File: src/multi_producer_ring_reserve_commit_assert.svh
// ----------------------------------------------------------------------------
// Ring reserve/commit assertion macros
// Concurrent assertion wrappers clocked on clk, disabled while rst_n is low.
// ----------------------------------------------------------------------------
`ifndef MULTI_PRODUCER_RING_RESERVE_COMMIT_ASSERT_SVH
`define MULTI_PRODUCER_RING_RESERVE_COMMIT_ASSERT_SVH

`ifndef NO_ASSERTIONS

// same-cycle implication
`define MPRRC_ASSERT_IMP(lbl, ante, cons) \
  lbl: assert property (@(posedge clk) disable iff (!rst_n) (ante) |-> (cons)) \
    else $error("ring index assertion failed");

// next-cycle implication
`define MPRRC_ASSERT_NXT(lbl, ante, cons) \
  lbl: assert property (@(posedge clk) disable iff (!rst_n) (ante) |=> (cons)) \
    else $error("ring index assertion failed");

`else

`define MPRRC_ASSERT_IMP(lbl, ante, cons)
`define MPRRC_ASSERT_NXT(lbl, ante, cons)

`endif

`endif

File: src/mprrc_pkg.sv
// ----------------------------------------------------------------------------
// mprrc_pkg
// Operation and status codes of the ring reserve/commit index manager.
// ----------------------------------------------------------------------------
package mprrc_pkg;

  localparam int OP_W     = 2;
  localparam int STATUS_W = 2;

  typedef enum logic [OP_W-1:0] {
    OP_RESERVE = 2'd0,
    OP_COMMIT  = 2'd1,
    OP_READ    = 2'd2,
    OP_PEEK    = 2'd3
  } op_t;

  typedef enum logic [STATUS_W-1:0] {
    ST_OK        = 2'd0,
    ST_NO_SPACE  = 2'd1,
    ST_WR_FULL   = 2'd2,
    ST_NO_WRITER = 2'd3
  } status_t;

endpackage

File: src/multi_producer_ring_reserve_commit.sv
// ----------------------------------------------------------------------------
// multi_producer_ring_reserve_commit
// Index manager for a ring shared by many producers and a single consumer.
// ----------------------------------------------------------------------------
// Usage:
//   in_*   : one request beat per handshake; in_tuser = operation (reserve,
//            commit, read, peek), in_tdata = requested byte count.
//   out_*  : one result beat per request; out_tuser = status, out_tdata =
//            offset, granted, first_len, wrapped_len.
//   cfg_*  : cfg_we writes the requested ring size; capacity becomes the
//            largest power of two not above it and all indices clear.
//            Write only while no request is in flight.
//   out_tvalid rises once an accepted request has passed through the input
//   register and the index logic has loaded the result register. Throughput
//   is one request per cycle while out_tready does not hold the result
//   register, since the index registers update as each request advances.
//   When out_tready is low the result register holds and one more request
//   is still taken into the input register; after that in_tready drops.
//   Reset clears the indices, the writer count and the capacity (zero
//   capacity grants only zero-size reserves).
`include "multi_producer_ring_reserve_commit_assert.svh"

module multi_producer_ring_reserve_commit #(
  parameter int SIZE_BITS   = 16,
  parameter int WRITER_BITS = 8
) (
  input  logic                          clk,
  input  logic                          rst_n,
  // slave side
  input  logic                          in_tvalid,
  output logic                          in_tready,
  input  logic [((SIZE_BITS+7)/8)*8-1:0] in_tdata,   // [req_size]
  input  logic [mprrc_pkg::OP_W-1:0]    in_tuser,   // [operation]
  // master side
  output logic                          out_tvalid,
  input  logic                          out_tready,
  // [offset, granted, first_len, wrapped_len]
  output logic [((4*SIZE_BITS-1+7)/8)*8-1:0] out_tdata,
  output logic [mprrc_pkg::STATUS_W-1:0] out_tuser, // [status]
  // configuration
  input  logic                          cfg_we,
  input  logic [SIZE_BITS-1:0]          cfg_wdata
);
  import mprrc_pkg::*;

  localparam int IDX_W  = SIZE_BITS + 1;
  localparam int OFF_W  = SIZE_BITS - 1;
  localparam int OUT_W  = ((4*SIZE_BITS-1+7)/8)*8;
  localparam int PAD_W  = OUT_W - (4*SIZE_BITS-1);

  // capacity and masks
  logic [SIZE_BITS-1:0] cap_r, cap_nxt;
  logic [OFF_W-1:0]     smask_r, smask_nxt;
  logic [IDX_W-1:0]     bmask_r, bmask_nxt;

  // ring state
  logic [IDX_W-1:0]       ri_r, ri_nxt;
  logic [IDX_W-1:0]       vwi_r, vwi_nxt;
  logic [IDX_W-1:0]       rt_r, rt_nxt;
  logic [WRITER_BITS-1:0] ow_r, ow_nxt;

  // input register
  logic                 s1_valid_r;
  op_t                  op_r;
  logic [SIZE_BITS-1:0] req_r;

  // result register
  logic                 out_valid_r;
  status_t              status_r, status_nxt;
  logic [OFF_W-1:0]     offset_r, offset_nxt;
  logic [SIZE_BITS-1:0] granted_r, granted_nxt;
  logic [SIZE_BITS-1:0] first_r, first_nxt;
  logic [SIZE_BITS-1:0] wrapped_r, wrapped_nxt;

  logic s1_advance;
  logic in_beat;

  assign s1_advance = !out_valid_r || out_tready;
  assign in_tready  = !s1_valid_r || s1_advance;
  assign in_beat    = in_tvalid && in_tready;

  // largest power of two: smear the leading one down, keep the top bit
  logic [SIZE_BITS-1:0] smear;
  logic [SIZE_BITS-1:0] pow2;
  logic [IDX_W-1:0]     pow2_dbl;

  always_comb begin
    smear = cfg_wdata;
    for (int k = 1; k < SIZE_BITS; k = k * 2) begin
      smear = smear | (smear >> k);
    end
    pow2     = smear & ~(smear >> 1);
    pow2_dbl = {pow2, 1'b0};
    cap_nxt  = pow2;
    if (pow2 == '0) begin
      smask_nxt = '0;
      bmask_nxt = '0;
    end else begin
      smask_nxt = OFF_W'(pow2 - SIZE_BITS'(1));
      bmask_nxt = pow2_dbl - IDX_W'(1);
    end
  end

  // index arithmetic
  logic [IDX_W-1:0] cap_x, req_x, used_rsv, free_x, used_vis, read_n;
  logic [IDX_W-1:0] reg_idx, reg_n, off_x, sum_x, first_x, wrapped_x;
  logic             wr_full;

  always_comb begin
    cap_x    = {1'b0, cap_r};
    req_x    = {1'b0, req_r};
    used_rsv = (rt_r - ri_r) & bmask_r;
    free_x   = (used_rsv > cap_x) ? '0 : cap_x - used_rsv;
    used_vis = (vwi_r - ri_r) & bmask_r;
    read_n   = (req_x < used_vis) ? req_x : used_vis;
    wr_full  = &ow_r;

    reg_idx = (op_r == OP_RESERVE) ? rt_r : ri_r;
    priority if (op_r == OP_RESERVE) begin
      reg_n = req_x;
    end else if (op_r == OP_READ) begin
      reg_n = read_n;
    end else begin
      reg_n = used_vis;
    end
    off_x     = reg_idx & {2'b00, smask_r};
    sum_x     = off_x + reg_n;
    first_x   = (sum_x > cap_x) ? cap_x - off_x : reg_n;
    wrapped_x = reg_n - first_x;
  end

  always_comb begin
    ri_nxt      = ri_r;
    vwi_nxt     = vwi_r;
    rt_nxt      = rt_r;
    ow_nxt      = ow_r;
    status_nxt  = ST_OK;
    offset_nxt  = '0;
    granted_nxt = '0;
    first_nxt   = '0;
    wrapped_nxt = '0;
    unique case (op_r)
      OP_RESERVE: begin
        priority if (wr_full) begin
          status_nxt = ST_WR_FULL;
        end else if (req_x > free_x) begin
          status_nxt = ST_NO_SPACE;
        end else begin
          offset_nxt  = off_x[OFF_W-1:0];
          granted_nxt = req_r;
          first_nxt   = first_x[SIZE_BITS-1:0];
          wrapped_nxt = wrapped_x[SIZE_BITS-1:0];
          rt_nxt      = (rt_r + req_x) & bmask_r;
          ow_nxt      = ow_r + WRITER_BITS'(1);
        end
      end
      OP_COMMIT: begin
        if (ow_r == '0) begin
          status_nxt = ST_NO_WRITER;
        end else begin
          ow_nxt = ow_r - WRITER_BITS'(1);
          // last writer out publishes the reserved tail
          if (ow_r == WRITER_BITS'(1)) begin
            vwi_nxt = rt_r;
          end
        end
      end
      OP_READ: begin
        offset_nxt  = off_x[OFF_W-1:0];
        granted_nxt = read_n[SIZE_BITS-1:0];
        first_nxt   = first_x[SIZE_BITS-1:0];
        wrapped_nxt = wrapped_x[SIZE_BITS-1:0];
        ri_nxt      = (ri_r + read_n) & bmask_r;
      end
      OP_PEEK: begin
        offset_nxt  = off_x[OFF_W-1:0];
        granted_nxt = first_x[SIZE_BITS-1:0];
        first_nxt   = first_x[SIZE_BITS-1:0];
      end
      default: begin
        status_nxt = ST_OK;
      end
    endcase
  end

  // control and state
  always_ff @(posedge clk) begin
    if (!rst_n) begin
      cap_r       <= '0;
      smask_r     <= '0;
      bmask_r     <= '0;
      ri_r        <= '0;
      vwi_r       <= '0;
      rt_r        <= '0;
      ow_r        <= '0;
      s1_valid_r  <= 1'b0;
      out_valid_r <= 1'b0;
    end else begin
      if (cfg_we) begin
        cap_r   <= cap_nxt;
        smask_r <= smask_nxt;
        bmask_r <= bmask_nxt;
        ri_r    <= '0;
        vwi_r   <= '0;
        rt_r    <= '0;
        ow_r    <= '0;
      end else if (s1_valid_r && s1_advance) begin
        ri_r  <= ri_nxt;
        vwi_r <= vwi_nxt;
        rt_r  <= rt_nxt;
        ow_r  <= ow_nxt;
      end
      if (in_tready) begin
        s1_valid_r <= in_tvalid;
      end
      if (s1_advance) begin
        out_valid_r <= s1_valid_r;
      end
    end
  end

  // payload
  always_ff @(posedge clk) begin
    if (in_beat) begin
      op_r  <= op_t'(in_tuser);
      req_r <= in_tdata[SIZE_BITS-1:0];
    end
    if (s1_valid_r && s1_advance) begin
      status_r  <= status_nxt;
      offset_r  <= offset_nxt;
      granted_r <= granted_nxt;
      first_r   <= first_nxt;
      wrapped_r <= wrapped_nxt;
    end
  end

  assign out_tvalid = out_valid_r;
  assign out_tuser  = status_r;
  assign out_tdata  = {{PAD_W{1'b0}}, wrapped_r, first_r, granted_r, offset_r};

  // reserved region never exceeds capacity
  `MPRRC_ASSERT_IMP(a_rsv_bound, 1'b1, (((rt_r - ri_r) & bmask_r) <= {1'b0, cap_r}))
  // visible tail lies between read index and reserved tail
  `MPRRC_ASSERT_IMP(a_vis_order, 1'b1,
    (((vwi_r - ri_r) & bmask_r) <= ((rt_r - ri_r) & bmask_r)))
  // with no writer outstanding everything reserved is visible
  `MPRRC_ASSERT_IMP(a_idle_visible, (ow_r == '0), (vwi_r == rt_r))
  // a failed request grants nothing
  `MPRRC_ASSERT_IMP(a_fail_zero, (out_valid_r && (status_r != ST_OK)),
    ((granted_r == '0) && (first_r == '0) && (wrapped_r == '0) && (offset_r == '0)))

endmodule

File: config.mk
export PLATFORM = sky130hd
export DESIGN_NAME = multi_producer_ring_reserve_commit
export DESIGN_NICKNAME = d
export VERILOG_FILES = /design/src/mprrc_pkg.sv /design/src/multi_producer_ring_reserve_commit.sv
export VERILOG_INCLUDE_DIRS = /design/src /design/src/src
export SDC_FILE = /design/constraint.sdc
export NUM_CORES = 1
export LEC_CHECK = 0
export ABC_AREA = 1
export BUFFER_PORTS_ARGS = -buffer_cell sky130_fd_sc_hd__buf_2
export CORE_UTILIZATION = 47
export DETAILED_ROUTE_END_ITERATION = 7
export PLACE_DENSITY = 0.72
export SLEW_MARGIN = 20
export SYNTH_ARGS = -nofsm -noshare
export SYNTH_HDL_FRONTEND = slang
export SYNTH_SLANG_ARGS = --single-unit
File: constraint.sdc
create_clock -name clk -period 10.34 [get_ports clk]
set_clock_uncertainty 0.1 [all_clocks]
set_input_delay 0.517 -clock clk [delete_from_list [all_inputs] [get_ports clk]]
set_output_delay 0.517 -clock clk [all_outputs]
set_load 0.05 [all_outputs]
**After elaboration in Yosys (flattened, before gate mapping)**

Index checks and enable logic that the tools add are counted.

- Flip-flop bits (word level): 192
- Bits in latches: 0
- RAM bits: 0
- Memory bits (read-only): 0
- Input port bits: 39
- Memories kept: 0

- Add/sub/neg operators: 12
- Multiply operators: 0
- Divide/modulo/power cells: 0
- $lt $le $gt $ge: 4
- Equality and inequality tests: 7
- Shifts and indexed selects: 0
- Mux-type cells: 28
- Bitwise operators: 15
- Reductions and logical operators: 17

Operators by type and width:

| operator | count |
|---|---|
| 16-bit 2-to-1 mux | 7 |
| 17-bit 2-to-1 mux | 6 |
| 17-bit bitwise AND | 4 |
| 16-bit one-hot mux with 2 select lines | 2 |
| 16-bit one-hot mux with 3 select lines | 1 |
| 15-bit 2-to-1 mux | 3 |
| 17-bit adder | 2 |
| 17-bit by 16-bit greater-than comparator with 1-bit output | 2 |
| 17-bit subtractor | 2 |
| 16-bit subtractor | 2 |
| 15-bit one-hot mux with 2 select lines | 1 |
| 8-bit 2-to-1 mux | 3 |
| 17-bit by 16-bit adder with 17-bit output | 1 |
| 17-bit by 15-bit bitwise AND with 17-bit output | 1 |
| 16-bit by 17-bit greater-than comparator with 1-bit output | 1 |
| 16-bit by 17-bit < comparator with 1-bit output | 1 |
| 16-bit by 17-bit subtractor with 17-bit output | 1 |
| 17-bit by 1-bit subtractor with 17-bit output, second input constant | 1 |
| 16-bit bitwise AND | 1 |
| 16-bit logical NOT | 1 |
| 15-bit NOT with 16-bit output | 1 |
| 16-bit by 12-bit OR with 16-bit output | 1 |
| 16-bit by 14-bit OR with 16-bit output | 1 |
| 16-bit by 15-bit OR with 16-bit output | 1 |
| 24 further kinds | 36 |

**Logic depth before layout (Yosys ltp)**

- Depth after elaboration: 13
- Gate-level depth with buffers: 74

**Worst setup path before layout**

No wires, ideal clock.

- Path type: flip-flop to flip-flop
- Start: register ri_r[1]
- End: register wrapped_r[14] (data pin)
- Setup time: 0.260 ns
- Arrival time: 8.125 ns
- Required time: 9.980 ns
- Path slack: 1.855 ns
- Stages on the path, launching flop included: 70
- Period minus slack after synthesis: 8.485 ns
- Cell sequence: dfxtp_1 > inv_1 > ha_1 > nand3_1 > nand2_1 > nand3_1 > nand2_1 > inv_1 > nor2_1 > nor2_1 > o21ai_2 > nand2_1 > nand2_1 > nor2_1 > inv_1 > ha_1 > inv_1 > o31a_1 > [34 not listed] > nand2_1 > nand3_4 > buf_4 > nand2_1 > o21ai_1 > ha_1 > inv_1 > o31ai_1 > a21oi_1 > nor2_1 > nor2_1 > o21bai_1 > a21oi_1 > o21bai_1 > a21oi_1 > o21bai_1 > xor2_1 > nor2_1

- Word-level cells in the longest chain between the ends: 13
- Elaborated cells between the ends (all ways): 22

RTL lines:

| item | RTL line | RTL |
|---|---|---|
| start, declared | multi_producer_ring_reserve_commit.sv:57 | `logic [IDX_W-1:0] ri_r, ri_nxt;` |
| start signal, assigned | multi_producer_ring_reserve_commit.sv:208 | `ri_r <= ri_nxt;` |
| 17-bit subtractor | multi_producer_ring_reserve_commit.sv:114 | `used_vis = (vwi_r - ri_r) & bmask_r;` |
| 17-bit bitwise AND | multi_producer_ring_reserve_commit.sv:114 |  |
| 16-bit by 17-bit < comparator with 1-bit output | multi_producer_ring_reserve_commit.sv:115 | `read_n = (req_x < used_vis) ? req_x : used_vis;` |
| 17-bit 2-to-1 mux | multi_producer_ring_reserve_commit.sv:115 |  |
| 17-bit 2-to-1 mux | multi_producer_ring_reserve_commit.sv:121 | `end else if (op_r == OP_READ) begin` |
| 17-bit 2-to-1 mux | multi_producer_ring_reserve_commit.sv:119 | `priority if (op_r == OP_RESERVE) begin` |
| 17-bit adder | multi_producer_ring_reserve_commit.sv:127 | `sum_x = off_x + reg_n;` |
| 17-bit by 16-bit greater-than comparator with 1-bit output | multi_producer_ring_reserve_commit.sv:128 | `first_x = (sum_x > cap_x) ? cap_x - off_x : reg_n;` |
| 16-bit 2-to-1 mux | multi_producer_ring_reserve_commit.sv:128 |  |
| 16-bit subtractor | multi_producer_ring_reserve_commit.sv:129 | `wrapped_x = reg_n - first_x;` |
| 16-bit 2-to-1 mux | multi_producer_ring_reserve_commit.sv:146 | `end else if (req_x > free_x) begin` |
| 16-bit 2-to-1 mux | multi_producer_ring_reserve_commit.sv:144 | `priority if (wr_full) begin` |
| 16-bit one-hot mux with 2 select lines * | multi_producer_ring_reserve_commit.sv:142 | `unique case (op_r)` |
| net wrapped_nxt[14] | multi_producer_ring_reserve_commit.sv:73 | `logic [SIZE_BITS-1:0] wrapped_r, wrapped_nxt;` |
| end signal, assigned | multi_producer_ring_reserve_commit.sv:233 | `wrapped_r <= wrapped_nxt;` |
| end, declared | multi_producer_ring_reserve_commit.sv:73 |  |

Mark *: on every way through the listed nets, which the timed path passes. The rest lies on a longest branch.
A chain may end at the register's enable or synchronous reset.

**Worst setup path in the final report**

- Start: register ri_r[2]
- End: register wrapped_r[14] (data pin)

The elaborated chain is that of the path after synthesis.

==> summary.txt <==
Critical path
  – Termination of the worst setup path: wrapped_r[14]
  – Classification of the worst setup path: register to register
  – Data arrival time of the worst path: 9.61 ns
  – Count of cells along the worst register-to-register path: 67
  – CP max FO: 22
  – Delay of the slowest cell on the worst path: 0.40 ns
  – Required time reported for the critical path endpoint: 10.44 ns
  – CP most frequent cell: nand2_1
  – Cell with the largest stage delay on the worst path: ha_1
  – FF-to-FF setup slack: ~0.83 ns
  – Reg2Reg Launch Point: ri_r[2]
  – Worst Setup End Kind: register
  – Crit. Startpoint: ri_r[2]
  – End of the worst register-to-register path: wrapped_r[14]
  – Startpoint type of the worst setup path: register

Clocking
  – Maximum buffer depth of the clock tree: 2
  – Post-CTS Hold Buffers: 0
  – Number of buffers added by the clock tree synthesis step: 17
  – Clk pin slew, worst setup/hold paths: 0.08 ns
  – Number of clock sinks seen by CTS: 177
  – Clk Tree Root Cell: clkbuf_16
  – Clock latency at the later pin of the worst-skew pair: 0.48 ns
  – Clock tree from TritonCTS: built
  – Number of H-tree levels: 4

Floorplan
  – X dimension of the die: between 150 and 200 um
  – Cell row count: 65
  – Die span in y: 181 um
  – Core region area: 31600 um^2
  – Total die area: 32900 um^2
  – Initial Util: 47.9%
  – I/O pin total: 107

Final layout
  – Final cell count without fillers: 2595
  – Share of cells above drive strength 1: 10.9%
  – Final standard cell utilization of the core: 52.7%
  – Final net count: 2407
  – Area Overhead vs Synth: 10.1%
  – Diodes inserted: 0

Global routing
  – Overall track demand over capacity in global routing: about a third
  – Largest net degree at the start of global routing: 66
  – Global-route wire length before repair: 78500 um
  – Total congestion overflow: 0
  – Number of global-route vias before repair: about 14000
  – Number of antenna violations at the first check in global routing: 0

Synth
  – Post-synth top flop: dfxtp_1
  – Async set or reset register ratio after synthesis: 0%
  – Sequential share of the synthesized area: around 29%
  – Number of flops mapped to enable cells by yosys: 83
  – Warnings from Yosys: 0
  – Nets in the synthesized netlist: 2313
  – Mapped Area: 15100 um^2
  – Average cell area after synthesis: slightly above 7 um^2
  – Syn Inst Count: 2086
  – Flip-flop and latch count after synthesis: 177
  – Unique masters post-synth: a little over 60

Power and ir drop
  – Leakage component of the power: slightly below 0.008 uW
  – Post-layout total power: 2350 uW
  – Peak VDD IR: 0.119 mV
  – Pwr per Cell Area: 141 nW/um^2

Place
  – Port Buffer Count: 105
  – Post-detailed-placement half-perimeter wirelength: 41300 um
  – Number of placed cells counting well taps: 2560
  – Final weighted congestion in routability-driven placement: 1.03

STA
  – Final worst path period need: 9.51 ns
  – Max-Slew Margin vs Limit: roughly a quarter
  – F_max: 105 MHz
  – Final-layout setup total negative slack: 0 ns
  – Hold Violations, Final: 0
  – Setup Viol. Count Final: 0
  – Slew of the pin with the lowest slew margin: 1.12 ns
  – Max-slew violations: 0
  – Share of the clock period used by the worst path after layout: just over 90%
  – Unrepaired setup endpoints after global routing: no
  – Worst hold margin: 0.115 ns

Run
  – Max-cap violations: 0

Route
  – Number of remaining DRC errors: 0
  – Routed via count: 15200
  – Pre-antenna DRT Iters: 6
  – Remaining antenna violation count after routing: 0
  – Drt initial violations: 1428
  – Wirelength, routed: 51800 um
  – Routed WL per cell: about 20 um
  – Via/cell ratio: 5.85

Status
  – Outcome: finished, final reports clean

Hold path
  – Worst hold path class: input pin to register
==> sequential cells by signal, indices dropped and copies added, names as in the netlist, 3 cells and up <==
signal	cells
ri_r	17
rt_r	17
vwi_r	17
cap_r	16
first_r	16
granted_r	16
req_r	16
wrapped_r	16
offset_r	15
smask_r	14
ow_r	8
bmask_r	3
==> synth_stat cells, types with 19 or more instances <==
| cell type | count | share of area (%) |
|---|---|---|
| nand2_1 | 365 | 9.1 |
| o21ai_1 | 24 | 0.80 |
| a21oi_1 | 194 | 6.4 |
| inv_1 | 302 | 7.5 |
| xor2_1 | 46 | 2.7 |
| edfxtp_1 | 83 | 17 |
| clkbuf_1 | 23 | 0.57 |
| ha_1 | 180 | 15 |
| nor2_1 | 220 | 5.5 |
| dfxtp_1 | 94 | 12 |
| o22ai_1 | 25 | 1.0 |
| o21ai_0 | 112 | 3.7 |
| o211ai_1 | 19 | 0.94 |
| nor3_1 | 46 | 1.5 |
| nand3_1 | 124 | 4.1 |
==> area by class of cell <==
cell class | count | area, um^2
Clock inverter | 12 | 148
Multi-Input combinational cell | 1555 | 9380
Sequential cell | 177 | 4380
Fill cell | 3100 | 14900
Inverter | 313 | 1180
Clock buffer | 20 | 447
Tap cell | 402 | 503
Timing Repair Buffer | 116 | 608
==> metrics by stage <==
step | cell area [um^2] | worst slack [ns]
after detailed placement | 16000 | 0.346
final | 16600 | 0.835
after CTS | 16600 | 0.268
after global placement | 16000 | 0.634
after global routing | 16600 | 0.0222
after floorplan | 15100 | 1.85
==> per-layer routing <==
layer	routed length [um]	vias to the layer above	GRT usage, %
li1	-	7235	-
met1	21000	6968	39.0
met2	22600	806	50.1
met3	4530	170	5.70
met4	3650	0	21.8
met5	0	-	0
==> cell usage in the layout (no fill, tap or decap), types with 25 or more instances in the layout <==
cell type  netlist  routed
a21oi_1        194     193
buf_2            8     105
dfxtp_1         94      93
edfxtp_1        83      83
ha_1           180     180
inv_1          302     300
nand2_1        365     364
nand3_1        124     124
nor2_1         220     218
nor3_1          46      45
o21ai_0        112     109
o21ai_1         24      26
o22ai_1         25      25
xor2_1          46      46
==> logic make-up (layout without fill, tap and decap cells) <==
logic type,after synthesis,in the layout,synth area share [%]
xor gates and xnor gates,62,62,3.60
AOI/OAI and AO/OA,462,462,17.9
other,1,1,0.0248
buffers and inverters,355,461,9.30
DFF,177,177,29.0
adders and majority gates,188,188,16.0
and+or+nand+nor,841,842,24.3
==> report_power, final <==
part	internal (uW)	switching (uW)
sequential	790	34.0
clock	368	309
combinational	262	586
total	1420	929
==> timing repair <==
item / in CTS / in global routing
buffers inserted: 0 / 2
setup endpoints to repair: 0 / 4
gates resized for setup: 0 / 12
==> how the worst min path moves through the flow <==
stage | end | startpoint | cells past startpoint | slack, ns
floorplan | ow_r[7] | ow_r[7] | 2 | 0.35
global placement | ow_r[7] | ow_r[7] | 2 | 0.37
detailed placement | ow_r[7] | ow_r[7] | 2 | 0.38
CTS | req_r[4] | in_tdata[4] | 1 | 0.11
global route | req_r[12] | in_tdata[12] | 1 | 0.10
finish | op_r[1] | in_tuser[1] | 1 | 0.11
==> worst max-delay path, delay by kind of cell, from the launching register on <==
kind,cells,cell delay (ns)
compound gates,22,3.20
flops,1,0.36
simple gates,31,2.88
buf+inv,7,0.64
xor+xnor,2,0.33
fa+ha+maj,5,1.69
No activity file was read; power rests on OpenSTA's default activity.
